[src/tdpt_pkg.sv]
`timescale 1ns / 1ps
`default_nettype none

package tdpt_pkg;

  // default width of the number datapath
  localparam int NUM_WIDTH_DEF = 32;

  // width of the candidate port
  localparam int CAND_WIDTH = 32;

  // smallest prime, the first trial divisor and the divisor stride
  localparam int SMALLEST_PRIME = 2;
  localparam int FIRST_DIVISOR  = 3;
  localparam int DIVISOR_STEP   = 2;

endpackage

`default_nettype wire

[src/tdpt_div.sv]
`timescale 1ns / 1ps
`default_nettype none

// Restoring divider, one quotient bit per cycle, MSB first.
module tdpt_div #(
  parameter int NUM_WIDTH = tdpt_pkg::NUM_WIDTH_DEF
) (
  input  wire logic                 clk,
  input  wire logic                 rst,
  input  wire logic                 go,
  input  wire logic [NUM_WIDTH-1:0] dividend,
  input  wire logic [NUM_WIDTH-1:0] divisor,
  output logic                      done,
  output logic [NUM_WIDTH-1:0]      quotient,
  output logic [NUM_WIDTH-1:0]      remainder
);

  localparam int CW = $clog2(NUM_WIDTH + 1);

  logic                 run;
  logic [CW-1:0]        cnt;
  logic [NUM_WIDTH-1:0] dvs;
  logic [NUM_WIDTH:0]   trial;
  logic [NUM_WIDTH:0]   diff;
  logic                 qbit;

  // dividend bits leave the top of the quotient register as quotient bits fill the bottom
  assign trial = {remainder, quotient[NUM_WIDTH-1]};
  assign diff  = trial - {1'b0, dvs};
  assign qbit  = ~diff[NUM_WIDTH];

  always_ff @(posedge clk) begin
    if (rst) begin
      run  <= 1'b0;
      done <= 1'b0;
      cnt  <= '0;
    end else begin
      done <= 1'b0;
      if (go) begin
        run <= 1'b1;
        cnt <= CW'(NUM_WIDTH);
      end else if (run) begin
        cnt <= cnt - CW'(1);
        if (cnt == CW'(1)) begin
          run  <= 1'b0;
          done <= 1'b1;
        end
      end
    end
  end

  always_ff @(posedge clk) begin
    if (go) begin
      quotient  <= dividend;
      remainder <= '0;
      dvs       <= divisor;
    end else if (run) begin
      quotient  <= {quotient[NUM_WIDTH-2:0], qbit};
      remainder <= qbit ? diff[NUM_WIDTH-1:0] : trial[NUM_WIDTH-1:0];
    end
  end

endmodule

`default_nettype wire
[config.mk]
export PLATFORM = sky130hd
export DESIGN_NAME = tdpt_div
export DESIGN_NICKNAME = d
export VERILOG_FILES = /design/src/tdpt_pkg.sv /design/src/tdpt_div.sv
export SDC_FILE = /design/constraint.sdc
export NUM_CORES = 1
export LEC_CHECK = 0
export ABC_CLOCK_PERIOD_IN_PS = 5200
export BUFFER_PORTS_ARGS = -buffer_cell sky130_fd_sc_hd__buf_2
export CAP_MARGIN = 40
export CORE_MARGIN = 2
export CORE_UTILIZATION = 33
export CTS_CLUSTER_DIAMETER = 40
export CTS_CLUSTER_SIZE = 8
export DETAILED_ROUTE_END_ITERATION = 10
export HOLD_SLACK_MARGIN = 0.12
export SLEW_MARGIN = 25
export SYNTH_ARGS = -nofsm -noshare
export SYNTH_HDL_FRONTEND = slang
export SYNTH_SLANG_ARGS = --single-unit
[constraint.sdc]
create_clock -name clk -period 5.2 [get_ports clk]
set_clock_uncertainty 0.2 [all_clocks]
set_input_delay 0.52 -clock clk [delete_from_list [all_inputs] [get_ports clk]]
set_output_delay 0.52 -clock clk [all_outputs]
set_load 0.005 [all_outputs]
======== After elaboration in Yosys (flattened, before gate mapping) ========
Index checks and enable logic that the tools add are counted.
word-level totals
  flip-flop bits (word level) ............. 104
  logic and storage cells ................. 24
  output and inout port bits .............. 65
operators by class
  bitwise gates (word level) .............. 2
  equality and inequality tests ........... 1
  muxes and demuxes ....................... 9
  reductions and logical operators ........ 3
  add/subtract/negate cells ............... 2
operator list
  operator             count
  $mux 32              3
  $sub 33x32->33       1
  $mux 6               2
  $eq 6x1->1 const B   1
  $sub 6x1->6 const B  1
  $mux 1               4
  $reduce_or 3->1      1
  $not 1->1            2
  $reduce_bool 2->1    1
  $reduce_or 2->1      1

======== Logic depth before layout (Yosys ltp) ========
Gate-level depths: netlist of run 1.
  depth after elaboration ................. 4
  depth in mapped cells ................... 14

======== Least setup slack after synthesis of run 1 ========
Ideal clock, no wire load.
  path type ............................... reg-to-reg
  start point ............................. register quotient[31]
  end point ............................... register remainder[30]
  data arrival time ....................... 2.704 ns
  required time ........................... 4.912 ns
  path slack .............................. 2.208 ns
  cell stages (with the launch flop) ...... 14
  library setup time ...................... 0.088 ns
  cell sequence ........................... edfxtp_1 > inv_1 > ha_1 > fa_1 > nor2b_1 > o31a_1 > o21a_1 > o211ai_1 > a211oi_1 > and2_4 > buf_12 > buf_12 > nand3_2 > a311oi_2
on the way
  cells in the longest elaborated chain, start to end .. 2
RTL lines
  element                 RTL line        RTL
  start, declared         tdpt_div.sv:14  output logic [NUM_WIDTH-1:0] quotient,
  start signal, assigned  tdpt_div.sv:54  quotient <= dividend;
  start signal, assigned  tdpt_div.sv:58  quotient <= {quotient[NUM_WIDTH-2:0], qbit};
  $sub 33x32->33          tdpt_div.sv:29  assign diff = trial - {1'b0, dvs};
  $mux 32                 tdpt_div.sv:59  remainder <= qbit ? diff[NUM_WIDTH-1:0] : trial[NUM_WIDTH-1:0];
  end signal, assigned    tdpt_div.sv:59
  end, declared           tdpt_div.sv:15  output logic [NUM_WIDTH-1:0] remainder
Every way passes these cells.
A chain may end at the register's enable or synchronous reset.

======== Worst setup path after layout of run 1 ========
  start point ............................. register quotient[31]
  end point ............................... register remainder[23]
Same word-level chain as after synthesis.

==> results of run 1 <==
==> path summary, 6_finish.rpt <==
path | startpoint | end | slack, ps | depth (start not counted)
min reg2reg | cnt[0]$_SDFFE_PP0P_ | cnt[0]$_SDFFE_PP0P_ | 300 | 2
min | divisor[3] | dvs[3]$_DFFE_PP_ | 130 | 1
max | quotient[31]$_DFFE_PP_ | remainder[23]$_SDFFE_PP0P_ | 1520 | 12
max reg2reg | quotient[31]$_DFFE_PP_ | remainder[23]$_SDFFE_PP0P_ | 1520 | 12
==> kinds of logic after synthesis <==
logic type | Yosys count | synth area share (%)
AND/OR/NAND/NOR | 152 | 11.9
flip-flops | 104 | 45.2
buffers and inverters | 73 | 5.53
AO/OA/AOI/OAI | 160 | 18.6
XOR/XNOR | 28 | 4.07
multiplexers | 40 | 7.29
adder cells (fa/ha/maj) | 35 | 7.40
==> power by group through the flow <==
stage          logic, mW  registers (mW)  clock network (mW)
2_1_floorplan      0.350            1.01                   0
3_3_place_gp       0.497            1.01                   0
3_5_place_dp       0.495            1.02                   0
4_1_cts            0.512           0.999               0.730
6_report           0.509           0.998               0.709
5_1_grt            0.574            1.01               0.758
==> synthesized netlist by cell type, types with 3 or more instances <==
| cell type | n |
|---|---|
| nand4_1 | 8 |
| and3_1 | 6 |
| mux2i_1 | 9 |
| nand3_1 | 4 |
| a21oi_2 | 4 |
| o31a_1 | 3 |
| a211oi_1 | 23 |
| dfxtp_1 | 40 |
| buf_6 | 3 |
| edfxtp_1 | 64 |
| xnor2_1 | 17 |
| ha_1 | 34 |
| or2_2 | 3 |
| xor2_1 | 11 |
| nand2_1 | 37 |
| nor2_1 | 56 |
| mux2_2 | 31 |
| o21ai_0 | 28 |
| nor2b_1 | 5 |
| o21a_1 | 8 |
| a21o_1 | 11 |
| o211ai_1 | 6 |
| nor3_1 | 15 |
| o31ai_1 | 3 |
| nand2b_1 | 3 |
| a21oi_1 | 40 |
| clkbuf_1 | 22 |
| inv_1 | 42 |
| o21bai_1 | 3 |
==> area by class of cell <==
| class | instances | area, µm² |
|---|---|---|
| Multi-Input combinational cell | 415 | 2970 |
| Timing Repair Buffer | 157 | 911 |
| Tap cell | 229 | 287 |
| Fill cell | 1781 | 10500 |
| Inverter | 42 | 158 |
| Sequential cell | 104 | 2720 |
| Clock buffer | 9 | 225 |
| Clock inverter | 7 | 93.8 |
==> sequential cells by signal (all words and copies together) (netlist names) <==
register and flops:
cnt 6, run 1, dvs 32, done 1, quotient 32, remainder 32
==> cell usage in the layout, fill, tap and decap left out, types with 4 or more instances in the layout <==
master	instances
a211oi_1	23
a21o_1	11
a21oi_1	40
a21oi_2	4
and3_1	6
buf_2	130
buf_4	4
clkbuf_16	9
clkinv_8	4
dfxtp_1	39
dlygate4sd3_1	23
edfxtp_1	64
ha_1	34
inv_1	42
mux2_2	31
mux2i_1	9
nand2_1	37
nand3_1	4
nand4_1	8
nor2_1	56
nor2b_1	5
nor3_1	15
o211ai_1	6
o21a_1	8
o21ai_0	28
xnor2_1	17
xor2_1	11
==> per-layer routing <==
| metal | vias to the layer above | share of wire, % | global-route usage, % | routed length (µm) |
|---|---|---|---|---|
| li1 | 2449 | - | - | - |
| met1 | 2224 | 48 | 21.1 | 7080 |
| met2 | 128 | 44 | 23.6 | 6440 |
| met3 | 18 | 5.5 | 3.80 | 803 |
| met4 | 0 | 2.0 | 6.22 | 290 |
| met5 | - | 0 | 0 | 0 |
==> per-stage QoR <==
| stage | worst slack, ps | utilization (%) | power [mW] | hold WS, ps | area (µm²) |
|---|---|---|---|---|---|
| 2_1_floorplan | 2210 | - | 1.36 | 263 | 6020 |
| 3_3_place_gp | 1670 | 38.1 | 1.51 | 278 | 6810 |
| 3_5_place_dp | 1530 | 38.1 | 1.51 | 280 | 6810 |
| 4_1_cts | 1520 | 41.1 | 2.24 | 121 | 7360 |
| 5_1_grt | 1160 | 41.1 | 2.34 | 131 | 7360 |
| 6_report | 1520 | 41.1 | 2.22 | 134 | 7360 |
==> summary.md, run 1 <==
| Metric | Value |
|---|---|
| Starting DRC count in detailed routing | 336 |
| Area leader, netlist | edfxtp_1 |
| CP bufs+invs | 1 |
| NetSw | 0.682 mW |
| Sequential share of the synthesized area | ~45% |
| Rel. slew slack | 52.4% |
| Largest net degree at the start of global routing | 63 |
| Slew @ Worst Pin | 713 ps |
| Syn_nets | 694 |
| Worst-Skew Late Latency | ~360 ps |
| Vias in the first global route | 4,709 |
| Unique masters post-synth | 66 |
| I/O Buffers | 131 |
| Clock Path Buffers | 2 |
| CP peak stage delay | a little under 500 ps |
| Max rail drop VDD | around 160 µV |
| Post_cts resized | 0 |
| Crit path max-delay cell type | nand2_2 |
| Worst-path cell chain | inv_1 > ha_1 > fa_1 > nor2b_1 > o31a_1 > o21a_1 > o211ai_1 > a211oi_1 > nand2_2 > and2_1 > a311oi_1 > nor3_1 |
| Overall die height | 139 µm |
| Sw frac | a little under a third |
| # DRC | 0 |
| Fmax | 271 MHz |
| Post-CTS setup repair buffer count | 0 |
| Mapped Area | 6020 µm² |
| Full die area | 19,300 µm² |
| TritonCTS clock tree | built |
| Layout cells sized above 1 | 27.4% |
| Leading post-synthesis cells by cell area | edfxtp_1 (32%), dfxtp_1 (13%), ha_1 (7.1%) |
| Routed Antenna Nets | 0 |
| Post-route insts no fill | 963 |
| Setup crit start kind | register |
| Diodes inserted | 0 |
| Final Slew Violations | 0 |
| Critical path required time | 5230 ps |
| RSZ-0062 raised after global routing | false |
| First-pass detailed-route iteration total | 4 |
| Critical Path AT | 3710 ps |
| Cts bufs inserted | 9 |
| GRT Total Usage | 15.5% |
| Hold-fix buffers, CTS | 23 |
| Maxcap violations | 0 |
| Worst Hold Class | in2reg |
| Vias post-DR | a little under 5,000 |
| First-pass GRT wire length | 24.1 mm |
| Placed Cells | around 900 |
| Area grow syn2layout | 22.3% |
| Post-synth EDFFs | 64 |
| Synth warn | 0 |
| Total routed wirelength | 14.6 mm |
| WS Path Type | reg2reg |
| Leakage | 3.11 nW |
| IO Pins | 132 |
| Syn avg cell area | 10.2 µm² |
| Initial Util | 33.6% |
| Root Driver | clkbuf_16 |
| WL/cell | 15.2 µm |
| Core region area | 17,900 µm² |
| Htree depth | 3 |
| Min Tclk post-route | 3680 ps |
| Int Power | 1.53 mW |
| Clk pin slew, worst setup/hold paths | 80 ps |
| Post-synth ARST share | 0% |
| Period utilization | a little under three quarters |
| Setup TNS | 0 ps |
| Gr ovfl total | 0 |
| Final hold vios | 0 |
| # rows | 49 |
| #FFs+latches synth | approximately 100 |
| Post-layout nets | 831 |
| Final setup vio count | 0 |
| Crit path max fanout | 34 |
| Post-synth top flop | edfxtp_1 |
| Clk pwr share | 32.0% |
| Initial antenna violation count | 0 |
| Comb power frac | 23.0% |
| Mapped Cells | 592 |
| Sequential share of power | 45.1% |
| RePlAce Congestion | ~0.86 |
| Die width | 139 µm |
| Dpl hpwl | 10.5 mm |
| Endpoint class of the critical path | register |
| Clock Sinks | 104 |
| PwrDens | 301 nW/µm² |
| Via density per instance | 5.00 |
| Synth top area share | between 30% and 40% |
| Critical path's top delay family | compound AO/OA/AOI/OAI gates |
| Outcome | complete, no violations |
(Power assumes the default switching activity.)
==> run 2, diff against run 1 <==
--- a/config.mk
+++ b/config.mk
@@ -5,7 +5,7 @@
 export SDC_FILE = /design/constraint.sdc
 export NUM_CORES = 1
 export LEC_CHECK = 0
-export ABC_CLOCK_PERIOD_IN_PS = 5200
+export ABC_CLOCK_PERIOD_IN_PS = 3200
 export BUFFER_PORTS_ARGS = -buffer_cell sky130_fd_sc_hd__buf_2
 export CAP_MARGIN = 40
 export CORE_MARGIN = 2
==> constraint.sdc (replaced) <==
create_clock -name clk -period 3.2 [get_ports clk]
set_clock_uncertainty 0.2 [all_clocks]
set_input_delay 0.32 -clock clk [delete_from_list [all_inputs] [get_ports clk]]
set_output_delay 0.32 -clock clk [all_outputs]
set_load 0.005 [all_outputs]
==> run 2 against run 1 <==
  * Register-to-register slack worse by 1300 ps
  * Die area stayed put
  * Critical path depth stayed put
  * Sequential share of layout area is 3.6 points lower
  * Sequential power is 62% higher
  * Flip-flop and latch count stayed put
  * Critical path type unchanged
  * Core utilization is 4.5 points higher
  * Largest cell class unchanged
  * Total power is 70% higher
  * Combinational power is 90% higher
  * Critical endpoint is now remainder[22]$_SDFFE_PP0P_
  * Global-route usage is 1.1 points higher
  * Largest power group unchanged
==> summary.md, run 2 (same netlist as run 1, synthesis figures left out) <==
| Metric | Value |
|---|---|
| Area grow syn2layout | 35.6% |
| Comb power frac | roughly 26% |
| Clk pin slew, worst setup/hold paths | 80 ps |
| # DRC | 0 |
| Endpoint class of the critical path | register |
| Crit path max-delay cell type | a2111oi_1 |
| First-pass GRT wire length | roughly 26 mm |
| Full die area | 19,300 µm² |
| WL/cell | 15.3 µm |
| Max rail drop VDD | 273 µV |
| I/O Buffers | 131 |
| Largest regs | dvs (32), quotient (32), remainder (32) |
| Tot Pwr | 3.78 mW |
| # rows | ~50 |
| Critical Path AT | roughly 3100 ps |
| GRT Total Usage | 16.6% |
| Starting DRC count in detailed routing | roughly 310 |
| Overall die height | 139 µm |
| Final hold vios | 0 |
| Final setup vio count | 0 |
| CP peak stage delay | 480 ps |
| Fin area | 8170 µm² |
| Placed Area | ~7000 µm² |
| PwrDens | 463 nW/µm² |
| WS Path Type | reg2reg |
| Post-place setup slack | 35.8 ps |
| Post-layout nets | 908 |
| Cts bufs inserted | 9 |
| IO Pins | 132 |
| Htree depth | 3 |
| First-pass detailed-route iteration total | 4 |
| Worst-path cell chain | inv_1 > ha_2 > fa_2 > nor2b_2 > o31a_1 > o21ai_1 > a211o_1 > o21ai_0 > a2111oi_1 > o21bai_1 > xnor2_1 > o221ai_1 |
| Final Slew Violations | 0 |
| Root Driver | clkbuf_16 |
| Outcome | complete, no violations |
| Via density per instance | 4.95 |
| Slew @ Worst Pin | 617 ps |
| Leakage | approximately 3.5 nW |
| Worst setup slack after layout | 185 ps |
| Core region area | roughly 18,000 µm² |
| Clock Sinks | 104 |
| Fmax | 332 MHz |
| Dpl hpwl | 10.9 mm |
| Clk pwr share | 31.4% |
| Vias post-DR | 5,148 |
| Crit path max fanout | 4 |
| Vias in the first global route | about 5,100 |
| Clock Path Buffers | 2 |
| Diodes inserted | 0 |
| Maxcap violations | 0 |
| Layout cells sized above 1 | 30.7% |
| Total routed wirelength | around 16 mm |
| Min Tclk post-route | 3010 ps |
| Largest net degree at the start of global routing | 77 |
| Most frequent cells in the layout | buf_2 (130), dlygate4sd3_1 (65), edfxtp_1 (64) |
| Gr ovfl total | 0 |
| Commonest non-fill, non-tap cell in the layout | buf_2 |
| NetSw | around 1.1 mW |
| Die width | between 100 and 150 µm |
| Worst Hold Class | in2reg |
| TritonCTS clock tree | built |
| Initial Util | 33.6% |
| Routed Antenna Nets | 0 |
| RePlAce Congestion | 0.909 |
| Critical path required time | roughly 3200 ps |
| Initial antenna violation count | 0 |
| Setup crit start kind | register |
| Sequential share of power | 43.0% |
| Period utilization | 94.2% |
| Worst-Skew Late Latency | 360 ps |
| Int Power | 2.65 mW |
| Rel. slew slack | 58.9% |
| Sw frac | 29.8% |
| R2r setup slk | 190 ps |
-- run 2: what timing repair did --
item / in CTS / in global routing
cloned: 0 / 0
hold endpoints to repair: 66 / 0
endpoints found under the setup margin: 10 / 32
pin swaps: 1 / 6
hold buffers: 65 / 0
gates resized for setup: 1 / 23
buffers inserted: 0 / 6
-- run 2: worst paths after layout --
check | start | to | cells past startpoint
worst min-delay path | go | remainder[9]$_SDFFE_PP0P_ | 2
worst max register to register | quotient[31]$_DFFE_PP_ | remainder[22]$_SDFFE_PP0P_ | 12
worst max-delay path | quotient[31]$_DFFE_PP_ | remainder[22]$_SDFFE_PP0P_ | 12
worst min register to register | cnt[0]$_SDFFE_PP0P_ | cnt[0]$_SDFFE_PP0P_ | 2
-- run 2: stage by stage --
stage               setup TNS (ps)  instances  hold slack (ps)  utilization (%)
CTS                              0       1034              142             44.8
global placement                 0        953              277             39.3
floorplan                        0        592              189                -
finish                           0       1040              150             45.6
detailed placement               0        953              289             39.3
global route                 -47.3       1040              168             45.6
-- run 2: metal layers --
layer | vias up | global-route usage, % | part of all wire, %
li1 | 2605 | - | -
met1 | 2400 | 22.0 | 46
met2 | 128 | 26.8 | 47
met3 | 15 | 4.11 | 5.5
met4 | 0 | 5.05 | 1.4
met5 | - | 0 | 0
-- run 2: worst max-delay path, delay by kind of cell (launching register included) --
kind                     cells  cell delay [ps]
AND/OR/NAND/NOR              1               50
XOR/XNOR                     1              180
AO/OA/AOI/OAI                7             1590
adder cells (fa/ha/maj)      2              400
buffers and inverters        1               70
flip-flops                   1              390
-- run 2: final cells by class --
| cell class | instances | area (µm²) |
|---|---|---|
| timing repair buffer | 234 | 1640 |
| clock inverter | 6 | 83.8 |
| sequential | 104 | 2720 |
| fill | 1699 | 9740 |
| multi-input combinational | 415 | 3050 |
| clock buffer | 10 | 229 |
| tap | 229 | 287 |
| inverter | 42 | 158 |
-- run 2: power by group through the flow --
stage	registers [mW]	clock network, mW	logic (mW)
floorplan	1.65	0	0.569
global placement	1.65	0	0.869
detailed placement	1.65	0	0.868
CTS	1.62	1.23	0.936
global route	1.64	1.27	1.08
finish	1.62	1.19	0.966
